**config.mk**
```make
export PLATFORM = sky130hd
export DESIGN_NAME = raid6_pq_syndrome_recovery_top
export DESIGN_NICKNAME = d
export VERILOG_FILES = /design/src/sv/rpsr_pkg.sv /design/src/sv/rpsr_ram.sv /design/src/sv/rpsr_solver.sv /design/src/sv/raid6_pq_syndrome_recovery_top.sv
export SDC_FILE = /design/constraint.sdc
export NUM_CORES = 2
export LEC_CHECK = 0
export BUFFER_PORTS_ARGS = -buffer_cell sky130_fd_sc_hd__buf_2
export CAP_MARGIN = 5
export CORE_ASPECT_RATIO = 2
export CORE_MARGIN = 5
export CORE_UTILIZATION = 55
export DETAILED_ROUTE_END_ITERATION = 10
export PLACE_DENSITY = 0.74
export SLEW_MARGIN = 10
export SYNTH_ARGS = -nofsm -noshare
export SYNTH_HDL_FRONTEND = slang
export SYNTH_SLANG_ARGS = --single-unit
export TNS_END_PERCENT = 100
```
**constraint.sdc**
```tcl
create_clock -name clk_i -period 5.82 [get_ports clk_i]
set_input_delay 0.582 -clock clk_i [delete_from_list [all_inputs] [get_ports clk_i]]
set_output_delay 0.582 -clock clk_i [all_outputs]
set_load 0.05 [all_outputs]
```
**src/sv/rpsr_pkg.sv**
```systemverilog
// ----------------------------------------------------------------------------
// rpsr_pkg
// Shared constants, types and GF(2^8) helpers for the P/Q syndrome engine.
// ----------------------------------------------------------------------------
package rpsr_pkg;

  localparam int unsigned MaxDrives = 64;
  localparam int unsigned IdxW      = $clog2(MaxDrives);
  localparam int unsigned CntW      = $clog2(MaxDrives + 3);
  localparam logic [CntW-1:0] PosMax = CntW'(MaxDrives + 2);

  // request codes
  localparam logic [2:0] ReqCompute = 3'd0;
  localparam logic [2:0] ReqRebP    = 3'd1;
  localparam logic [2:0] ReqRebQ    = 3'd2;
  localparam logic [2:0] ReqRebTwo  = 3'd3;
  localparam logic [2:0] ReqDetect  = 3'd4;

  // status codes
  localparam logic [1:0] StOk        = 2'd0;
  localparam logic [1:0] StCorrected = 2'd1;
  localparam logic [1:0] StUncorr    = 2'd2;
  localparam logic [1:0] StInvalid   = 2'd3;

  // config register indexes
  localparam logic CfgDriveCount = 1'b0;
  localparam logic CfgPolyLow    = 1'b1;

  // running stream state handed to the solver at the end of a stripe
  typedef struct packed {
    logic [7:0]      p_run;
    logic [7:0]      q_run;
    logic [7:0]      p_stored;
    logic [CntW-1:0] pos;
  } snap_t;

  function automatic logic [7:0] gf_x(input logic [7:0] a, input logic [7:0] poly);
    logic [7:0] r;
    r = {a[6:0], 1'b0};
    if (a[7]) r = r ^ poly;
    return r;
  endfunction

  function automatic logic [7:0] gf_mul(input logic [7:0] a, input logic [7:0] b,
                                        input logic [7:0] poly);
    logic [7:0] r;
    logic [7:0] t;
    r = '0;
    t = a;
    for (int i = 0; i < 8; i++) begin
      if (b[i]) r = r ^ t;
      t = gf_x(t, poly);
    end
    return r;
  endfunction

endpackage

```
**src/sv/rpsr_ram.sv**
```systemverilog
// ----------------------------------------------------------------------------
// rpsr_ram
// Stripe buffer: one write port, one read port, registered read data.
// ----------------------------------------------------------------------------
module rpsr_ram (
  input  logic                      clk_i,
  input  logic                      we_i,
  input  logic [rpsr_pkg::IdxW-1:0] waddr_i,
  input  logic [7:0]                wdata_i,
  input  logic [rpsr_pkg::IdxW-1:0] raddr_i,
  output logic [7:0]                rdata_o
);
  import rpsr_pkg::*;

  logic [7:0] mem_q [MaxDrives];
  logic [7:0] rdata_q;

  always_ff @(posedge clk_i) begin
    if (we_i) mem_q[waddr_i] <= wdata_i;
    rdata_q <= mem_q[raddr_i];
  end

  assign rdata_o = rdata_q;

endmodule

```
**src/sv/rpsr_solver.sv**
```systemverilog
// ----------------------------------------------------------------------------
// rpsr_solver
// End-of-stripe sequencer: reads the stripe buffer, walks powers of two,
// inverts by repeated squaring and builds the result transaction.
// ----------------------------------------------------------------------------
module rpsr_solver (
  input  logic                      clk_i,
  input  logic                      rst_ni,
  input  logic                      go_i,
  input  logic [2:0]                req_i,
  input  logic [rpsr_pkg::IdxW-1:0] f1_i,
  input  logic [rpsr_pkg::IdxW-1:0] f2_i,
  input  logic [7:0]                qb_i,
  input  rpsr_pkg::snap_t           snap_i,
  input  logic [rpsr_pkg::CntW-1:0] n_i,
  input  logic [7:0]                poly_i,
  output logic [rpsr_pkg::IdxW-1:0] rd_addr_o,
  input  logic [7:0]                rd_data_i,
  output logic                      busy_o,
  output logic                      done_o,
  output logic [rpsr_pkg::IdxW-1:0] index_a_o,
  output logic [7:0]                value_a_o,
  output logic [rpsr_pkg::IdxW-1:0] index_b_o,
  output logic [7:0]                value_b_o,
  output logic [1:0]                status_o
);
  import rpsr_pkg::*;

  typedef enum logic [11:0] {
    S_IDLE  = 12'b0000_0000_0001,
    S_RDA   = 12'b0000_0000_0010,
    S_RDB   = 12'b0000_0000_0100,
    S_RDC   = 12'b0000_0000_1000,
    S_POW   = 12'b0000_0001_0000,
    S_POSTP = 12'b0000_0010_0000,
    S_MULQ  = 12'b0000_0100_0000,
    S_INV0  = 12'b0000_1000_0000,
    S_INVL  = 12'b0001_0000_0000,
    S_INVD  = 12'b0010_0000_0000,
    S_RDS   = 12'b0100_0000_0000,
    S_RDT   = 12'b1000_0000_0000
  } state_e;

  state_e state_q, state_d;
  logic   done_q;

  logic [2:0]      req_q;
  logic [IdxW-1:0] f1_q, f2_q;
  logic [CntW-1:0] n_q, c_q, k_q;
  logic [7:0]      pd_q, qd_q, s1_q, s2_q, d1_q, d2_q, e_q, x_q;
  logic [7:0]      sq_q, inv_q, rr_q, y_q, op_q;
  logic            found_q, pass_q;
  logic [2:0]      icnt_q;

  logic [IdxW-1:0] idx_a_q, idx_b_q;
  logic [7:0]      val_a_q, val_b_q;
  logic [1:0]      st_q;

  logic            fin;
  logic [IdxW-1:0] fin_ia, fin_ib;
  logic [7:0]      fin_va, fin_vb;
  logic [1:0]      fin_st;

  logic [7:0]      pd0, qd0, qd_by_inv, y_by_inv;
  logic [CntW-1:0] n_last, corr_pos;
  logic [CntW-1:0] f1_w, f2_w, fi1_w, fi2_w;

  assign pd0       = snap_i.p_stored ^ snap_i.p_run;
  assign qd0       = qb_i ^ snap_i.q_run;
  assign qd_by_inv = gf_mul(qd_q, inv_q, poly_i);
  assign y_by_inv  = gf_mul(y_q, inv_q, poly_i);
  assign n_last    = n_q - CntW'(1);
  assign corr_pos  = n_last - k_q;
  assign f1_w      = CntW'(f1_q);
  assign f2_w      = CntW'(f2_q);
  assign fi1_w     = CntW'(f1_i);
  assign fi2_w     = CntW'(f2_i);

  always_comb begin
    state_d   = state_q;
    fin       = 1'b0;
    fin_ia    = '0;
    fin_ib    = '0;
    fin_va    = '0;
    fin_vb    = '0;
    fin_st    = StOk;
    rd_addr_o = f1_q;
    unique case (state_q)
      S_IDLE: begin
        if (go_i) begin
          if (snap_i.pos != n_i + CntW'(1)) begin
            fin    = 1'b1;
            fin_st = StInvalid;
          end else begin
            unique case (req_i)
              ReqCompute: begin
                fin    = 1'b1;
                fin_va = snap_i.p_run;
                fin_vb = snap_i.q_run;
              end
              ReqRebP, ReqRebQ: begin
                if (fi1_w >= n_i) begin
                  fin    = 1'b1;
                  fin_st = StUncorr;
                end else begin
                  state_d = S_RDA;
                end
              end
              ReqRebTwo: begin
                if (f1_i >= f2_i) begin
                  fin    = 1'b1;
                  fin_st = StInvalid;
                end else if (fi2_w >= n_i) begin
                  fin    = 1'b1;
                  fin_st = StUncorr;
                end else begin
                  state_d = S_RDA;
                end
              end
              ReqDetect: begin
                if (pd0 == 8'd0 && qd0 == 8'd0) begin
                  fin = 1'b1;
                end else if (pd0 == 8'd0 || qd0 == 8'd0) begin
                  fin    = 1'b1;
                  fin_st = StUncorr;
                end else begin
                  state_d = S_INV0;
                end
              end
              default: begin
                fin    = 1'b1;
                fin_st = StInvalid;
              end
            endcase
          end
        end
      end
      S_RDA: begin
        rd_addr_o = f1_q;
        state_d   = S_RDB;
      end
      S_RDB: begin
        rd_addr_o = f2_q;
        state_d   = S_RDC;
      end
      S_RDC: begin
        if (req_q == ReqRebP) begin
          fin    = 1'b1;
          fin_ia = f1_q;
          fin_va = pd_q;
        end else begin
          state_d = S_POW;
        end
      end
      S_POW: begin
        if (c_q == n_last) state_d = S_POSTP;
      end
      S_POSTP: begin
        if (req_q == ReqDetect) begin
          if (found_q) begin
            state_d = S_RDS;
          end else begin
            fin    = 1'b1;
            fin_st = StUncorr;
          end
        end else begin
          state_d = S_MULQ;
        end
      end
      S_MULQ: begin
        if ((req_q == ReqRebQ && d1_q == 8'd0) ||
            (req_q == ReqRebTwo && (d2_q == 8'd0 || e_q == 8'd0))) begin
          fin    = 1'b1;
          fin_st = StUncorr;
        end else begin
          state_d = S_INV0;
        end
      end
      S_INV0: state_d = S_INVL;
      S_INVL: begin
        if (icnt_q == 3'd6) state_d = S_INVD;
      end
      S_INVD: begin
        if (req_q == ReqDetect) begin
          state_d = S_POW;
        end else if (req_q == ReqRebQ) begin
          fin    = 1'b1;
          fin_ia = f1_q;
          fin_va = qd_by_inv;
        end else if (!pass_q) begin
          state_d = S_INV0;
        end else begin
          fin    = 1'b1;
          fin_ia = f1_q;
          fin_va = y_by_inv;
          fin_ib = f2_q;
          fin_vb = pd_q ^ y_by_inv;
        end
      end
      S_RDS: begin
        rd_addr_o = corr_pos[IdxW-1:0];
        state_d   = S_RDT;
      end
      S_RDT: begin
        fin    = 1'b1;
        fin_ia = corr_pos[IdxW-1:0];
        fin_va = rd_data_i ^ pd_q;
        fin_st = StCorrected;
      end
      default: state_d = S_IDLE;
    endcase
    if (fin) state_d = S_IDLE;
  end

  always_ff @(posedge clk_i or negedge rst_ni) begin
    if (!rst_ni) begin
      state_q <= S_IDLE;
      done_q  <= 1'b0;
    end else begin
      state_q <= state_d;
      done_q  <= fin;
    end
  end

  always_ff @(posedge clk_i) begin
    if (fin) begin
      idx_a_q <= fin_ia;
      val_a_q <= fin_va;
      idx_b_q <= fin_ib;
      val_b_q <= fin_vb;
      st_q    <= fin_st;
    end
    unique case (state_q)
      S_IDLE: begin
        req_q  <= req_i;
        f1_q   <= f1_i;
        f2_q   <= f2_i;
        n_q    <= n_i;
        pd_q   <= pd0;
        qd_q   <= qd0;
        op_q   <= pd0;
        pass_q <= 1'b0;
      end
      S_RDB: begin
        s1_q <= rd_data_i;
        pd_q <= pd_q ^ rd_data_i;
      end
      S_RDC: begin
        s2_q <= rd_data_i;
        if (req_q == ReqRebTwo) pd_q <= pd_q ^ rd_data_i;
        x_q     <= 8'd1;
        c_q     <= '0;
        found_q <= 1'b0;
      end
      S_POW: begin
        if (c_q == n_last - f1_w) d1_q <= x_q;
        if (c_q == n_last - f2_w) d2_q <= x_q;
        if (c_q == f2_w - f1_w)   e_q  <= x_q ^ 8'd1;
        if (!found_q && x_q == rr_q) begin
          found_q <= 1'b1;
          k_q     <= c_q;
        end
        x_q <= gf_x(x_q, poly_i);
        c_q <= c_q + CntW'(1);
      end
      S_MULQ: begin
        qd_q <= qd_q ^ gf_mul(s1_q, d1_q, poly_i)
              ^ ((req_q == ReqRebTwo) ? gf_mul(s2_q, d2_q, poly_i) : 8'd0);
        op_q <= (req_q == ReqRebQ) ? d1_q : d2_q;
      end
      S_INV0: begin
        sq_q   <= gf_mul(op_q, op_q, poly_i);
        inv_q  <= 8'd1;
        icnt_q <= '0;
      end
      S_INVL: begin
        // inv collects a^2 * a^4 * ... * a^128 = a^254
        inv_q  <= gf_mul(inv_q, sq_q, poly_i);
        sq_q   <= gf_mul(sq_q, sq_q, poly_i);
        icnt_q <= icnt_q + 3'd1;
      end
      S_INVD: begin
        rr_q    <= qd_by_inv;
        x_q     <= 8'd1;
        c_q     <= '0;
        found_q <= 1'b0;
        y_q     <= qd_by_inv ^ pd_q;
        op_q    <= e_q;
        pass_q  <= 1'b1;
      end
      default: ;
    endcase
  end

  assign busy_o    = (state_q != S_IDLE);
  assign done_o    = done_q;
  assign index_a_o = idx_a_q;
  assign value_a_o = val_a_q;
  assign index_b_o = idx_b_q;
  assign value_b_o = val_b_q;
  assign status_o  = st_q;

endmodule

```
**src/sv/raid6_pq_syndrome_recovery_top.sv**
```systemverilog
// ----------------------------------------------------------------------------
// raid6_pq_syndrome_recovery_top
// RAID-6 P/Q syndrome engine over GF(2^8) with erasure rebuild and
// silent-corruption detection.
// ----------------------------------------------------------------------------
// Usage:
//  - A transaction is taken when start is high and busy is low. Each carries
//    one stripe byte: data drives 0..n-1, then P, then Q with is_last_i set.
//    The request fields are looked at only on the Q byte.
//  - Data, P and extra bytes do not start the solver; busy stays low.
//  - The Q byte starts the solver. Compute, wrong length, unknown request,
//    unordered pair, index out of range and detect with a clean or one-sided
//    difference finish at once: busy stays low and done_o is high in the
//    cycle after the Q byte. Other paths hold busy high while the solver
//    runs; done_o rises in the same cycle that busy drops. Rebuild from P
//    reads the buffer; rebuild from Q also walks powers of two (one step
//    per cycle over n drives) and inverts once, a double rebuild inverts
//    twice; both stop before inverting on a zero weight. A detect inverts,
//    walks and reads the corrected drive, or ends after the walk if none
//    matches. Each inverse: setup, 7 square-and-multiply steps, finish.
//  - The result shows for exactly one cycle with done_o high; the receiver
//    cannot stall it.
//  - Config (drive count, polynomial low byte) is written via cfg_we_i by
//    the user only while idle; the block does not check. Reset clears the
//    running syndromes, position and config (4 drives, 0x1D), not the buffer.
// ----------------------------------------------------------------------------
module raid6_pq_syndrome_recovery_top (
  input  logic                      clk_i,
  input  logic                      rst_ni,
  input  logic                      start,
  output logic                      busy,
  input  logic [2:0]                req_type_i,
  input  logic [rpsr_pkg::IdxW-1:0] failed_first_i,
  input  logic [rpsr_pkg::IdxW-1:0] failed_second_i,
  input  logic [7:0]                data_byte_i,
  input  logic                      is_last_i,
  input  logic                      cfg_we_i,
  input  logic                      cfg_idx_i,
  input  logic [7:0]                cfg_data_i,
  output logic                      done_o,
  output logic [rpsr_pkg::IdxW-1:0] index_a_o,
  output logic [7:0]                value_a_o,
  output logic [rpsr_pkg::IdxW-1:0] index_b_o,
  output logic [7:0]                value_b_o,
  output logic [1:0]                status_o
);
  import rpsr_pkg::*;

  logic [6:0]      drive_count_q;
  logic [7:0]      poly_q;
  logic [7:0]      p_run_q, q_run_q, p_stored_q;
  logic [CntW-1:0] pos_q;

  logic            accept, last_acc, data_acc, mem_we;
  logic [CntW-1:0] n_drv;
  logic [IdxW-1:0] rd_addr;
  logic [7:0]      rd_data;
  snap_t           snap;

  assign accept   = start && !busy;
  assign last_acc = accept && is_last_i;
  assign data_acc = accept && !is_last_i;
  assign mem_we   = data_acc && (pos_q < n_drv);

  // clamp the drive count to 2..MaxDrives
  always_comb begin
    if (drive_count_q < 7'd2) n_drv = CntW'(2);
    else if (CntW'(drive_count_q) > CntW'(MaxDrives)) n_drv = CntW'(MaxDrives);
    else n_drv = CntW'(drive_count_q);
  end

  always_ff @(posedge clk_i or negedge rst_ni) begin
    if (!rst_ni) begin
      drive_count_q <= 7'd4;
      poly_q        <= 8'h1D;
    end else if (cfg_we_i) begin
      unique case (cfg_idx_i)
        CfgDriveCount: drive_count_q <= cfg_data_i[6:0];
        CfgPolyLow:    poly_q        <= cfg_data_i;
        default: ;
      endcase
    end
  end

  // running syndromes: P is plain XOR, Q is Horner with generator 2
  always_ff @(posedge clk_i or negedge rst_ni) begin
    if (!rst_ni) begin
      p_run_q    <= '0;
      q_run_q    <= '0;
      p_stored_q <= '0;
      pos_q      <= '0;
    end else if (last_acc) begin
      p_run_q    <= '0;
      q_run_q    <= '0;
      p_stored_q <= '0;
      pos_q      <= '0;
    end else if (data_acc) begin
      if (pos_q < n_drv) begin
        p_run_q <= p_run_q ^ data_byte_i;
        q_run_q <= gf_x(q_run_q, poly_q) ^ data_byte_i;
      end else if (pos_q == n_drv) begin
        p_stored_q <= data_byte_i;
      end
      if (pos_q < PosMax) pos_q <= pos_q + CntW'(1);
    end
  end

  assign snap.p_run    = p_run_q;
  assign snap.q_run    = q_run_q;
  assign snap.p_stored = p_stored_q;
  assign snap.pos      = pos_q;

  rpsr_ram u_ram (
    .clk_i   (clk_i),
    .we_i    (mem_we),
    .waddr_i (pos_q[IdxW-1:0]),
    .wdata_i (data_byte_i),
    .raddr_i (rd_addr),
    .rdata_o (rd_data)
  );

  rpsr_solver u_solver (
    .clk_i     (clk_i),
    .rst_ni    (rst_ni),
    .go_i      (last_acc),
    .req_i     (req_type_i),
    .f1_i      (failed_first_i),
    .f2_i      (failed_second_i),
    .qb_i      (data_byte_i),
    .snap_i    (snap),
    .n_i       (n_drv),
    .poly_i    (poly_q),
    .rd_addr_o (rd_addr),
    .rd_data_i (rd_data),
    .busy_o    (busy),
    .done_o    (done_o),
    .index_a_o (index_a_o),
    .value_a_o (value_a_o),
    .index_b_o (index_b_o),
    .value_b_o (value_b_o),
    .status_o  (status_o)
  );

endmodule

```
==> results.toml <==
[synth]
yosys_warnings = 0
seq_area_frac_synth_pct = 44.7
synth-main-ff-cell = "edfxtp_1"
syn_inst = 5051
yosysTopAreaCellShare_pct = 41.4
syn_area_um2 = 49800
synth_cell_types = 105
ys_ff_latch = 753
synthArstFlopShare_pct = 7.84
synth_area_leaders = "edfxtp_1 41%, xnor2_1 9.7%, nand2_1 6.1%"
syn_area_per_cell_um2 = 9.85
synth_edf_count = 686
yosysTopAreaCell = "edfxtp_1"
syn-num-nets = 5148

[floorplanning]
die_w_um = 223
core_um2 = 90200
design.die.area_um2 = 97000
io_pins = 69
initial_core_util_pct = 55.2
num_rows = 156
die_y_um = 435

[grt]
grt_pass1_vias = 40300
grt_antenna_before_repair = 6
track_usage_pct = 34.7
grt_max_degree = 71
gr-total-overflow = 0
grt_pass1_wl_um = 253000

[sta]
rsz0062_at_grt = "false"
min_period_over_period_pct = 95.3
slew_headroom_pct = 20.8
setup_tns_ns = 0
tightest_slew_ns = 1.18
fmax_mhz = 180
whs_ns = 0.0893
finalClockSkew_ns = 0.0268
finalHoldViolations = 0
setup_viol = 0
slew_viol_final = 0
finalCriticalPeriod_ns = 5.54

[placed_design]
place_area_um2 = 52000
gp_congestion = 1.06
io_buffers = 68
hpwlAfterDp_um = 127000
placed_cells = 6156

[routing]
wl_per_cell_um = 27.7
drtAntennaViolNets = 0
postRouteWirelength_um = 174000
drt-initial-drc-count = 3879
first_pass_iters = 6
vias_per_cell = 6.49
drc = 0
via_count = 40700

[critical_path]
crit_type = "register to register"
start_kind = "register"
crit_path_start = "poly_q[7]"
r2r_start = "poly_q[7]"
worst-path-max-fanout = 39
r2r_slack_ns = 0.28
crit_path_end_kind = "register"
arrival_ns = 5.93
required_ns = 6.21

[clock_tree]
cts_buffer_depth = 3
cts_tree = "built"
clk_latency_ns = 0.66
htreeDepth = 3
clk_pin_slew_ns = 0.07
cts_root_buf = "clkbuf_16"
cts_made_buffers = 66
post-cts-setup-buffers = 0
cts.sinks = 753
cts_hold_buf = 0

[layout]
reg.largest.list = "u_ram.mem_q (512), u_solver.state_q (12)"
layout.nets = 5136
final_area_um2 = 54200
synthToLayoutAreaGrowth_pct = 8.99
stdcell_count = 6277
drive_gt1_share_pct = 10.3
top_register = "u_ram.mem_q"
largest_reg_flops = 512

[power_and_ir_drop]
p_leak_nw = 19.8
p_total_mw = 35.1
max-vdd-ir-drop_mv = 0.796
powerDensity_nw_per_um2 = 647

[min_path]
holdCritPathClass = "input pin to asynchronous set/reset pin"

[run]
maxCapViolations = 0

[run_status]
status = "finished, final reports clean"
repair_timing:
| item | 4_1_cts | 5_1_grt |
|---|---|---|
| setup endpoints to repair | 0 | 3 |
| resized for setup | 0 | 3 |
| hold endpoints to repair | 0 | 0 |
metrics by stage:
| stage | worst slack (ns) | util, % |
|---|---|---|
| after floorplan | 1.25 | - |
| after detailed placement | 0.422 | 57.6 |
| final | 0.275 | 60.1 |
| after global placement | 0.527 | 57.6 |
| after CTS | 0.400 | 60.1 |
| after global routing | 0.00320 | 60.1 |
logic make-up after synthesis:
family                     count (synthesis)  share of synthesized area [%]
AOI/OAI and AO/OA                       1142                           15.8
xor gates and xnor gates                 783                           15.1
adders and majority gates                 60                           1.57
buffers and inverters                    466                           3.74
DFF                                      753                           44.7
muxes                                    156                           3.19
and+or+nand+nor                         1691                           16.0
power by group:
group / total, mW / switching (mW) / leakage (nW) / internal [mW]
Clock: 4.62 / 2.01 / 1.09 / 2.61
Sequential: 7.75 / 0.831 / 7.03 / 6.92
Combinational: 22.7 / 13.4 / 11.7 / 9.36
layout make-up:
| cell class | instances | area (µm²) |
|---|---|---|
| fillers | 7690 | 35900 |
| multi-input cells | 3832 | 25700 |
| flip-flops and latches | 753 | 22300 |
| repair buffers | 301 | 2180 |
| clock buffers | 81 | 1740 |
| well taps | 1185 | 1480 |
| clock inverters | 38 | 507 |
| inverters | 85 | 319 |
| diodes | 2 | 5.00 |
critical path, cell delays in order (launching register included):
cell and delay [ns]:
dfrtp_4 0.78, mux2i_1 0.48, mux2_2 0.43, a211oi_1 0.35, o21ai_0 0.23, a21oi_1 0.44
o31a_1 0.50, o21ai_0 0.21, xnor2_1 0.41, a21oi_1 0.15, or4_1 0.52, a21oi_2 0.41
xnor2_1 0.18, mux2i_1 0.11
cell usage in the layout, fill, tap and decap left out, types with 42 or more instances in the layout:
master     netlist  final
ha_1            56     56
xnor2_1        553    552
a211oi_1       277    277
nand3_1        109    109
clkbuf_16        0     67
nand2_1        804    801
inv_1           81     80
dfrtp_1         53     49
xor2_1         182    182
buf_2           35     68
edfxtp_1       686    686
buf_4            5    226
mux2i_1        134    134
a21oi_1        219    218
nor3_1          42     42
o21ai_0        174    173
a21o_1          47     47
and2_1         157    157
a31oi_1         82     82
nor2_1         265    265
worst paths after layout:
check | to | cells after the start
max reg2reg | u_solver.qd_q[3] | 13
min reg2reg | u_solver.state_q[2] | 1
max in group asynchronous | poly_q[7] | 2
min | u_solver.done_o | 2
min in group clk_i | u_solver.f1_q[0] | 1
max | u_solver.qd_q[3] | 13
synthesized netlist by cell type, drive strengths merged, types with 27 or more instances:
master,instances
buf,86
nor3,43
o211ai,32
xor2,184
and3,27
xnor2,558
dfrtp,53
a22o,30
a211oi,281
o21ai,183
clkbuf,295
nand3,109
nor2b,36
and2,160
nor4,44
mux2i,134
xnor3,34
inv,81
nand2b,37
nand2,806
a21o,47
nor2,266
ha,56
a21oi,222
a31oi,82
edfxtp,686
metal layers:
layer / share of wire (%) / up-vias / global-route usage [%]
li1: - / 18200 / -
met1: 31 / 19500 / 33.9
met2: 50 / 2093 / 61.2
met3: 7.3 / 897 / 6.28
met4: 12 / 2 / 31.8
met5: 0.0086 / - / 0
Note: power is estimated with default switching activity, not from simulation.
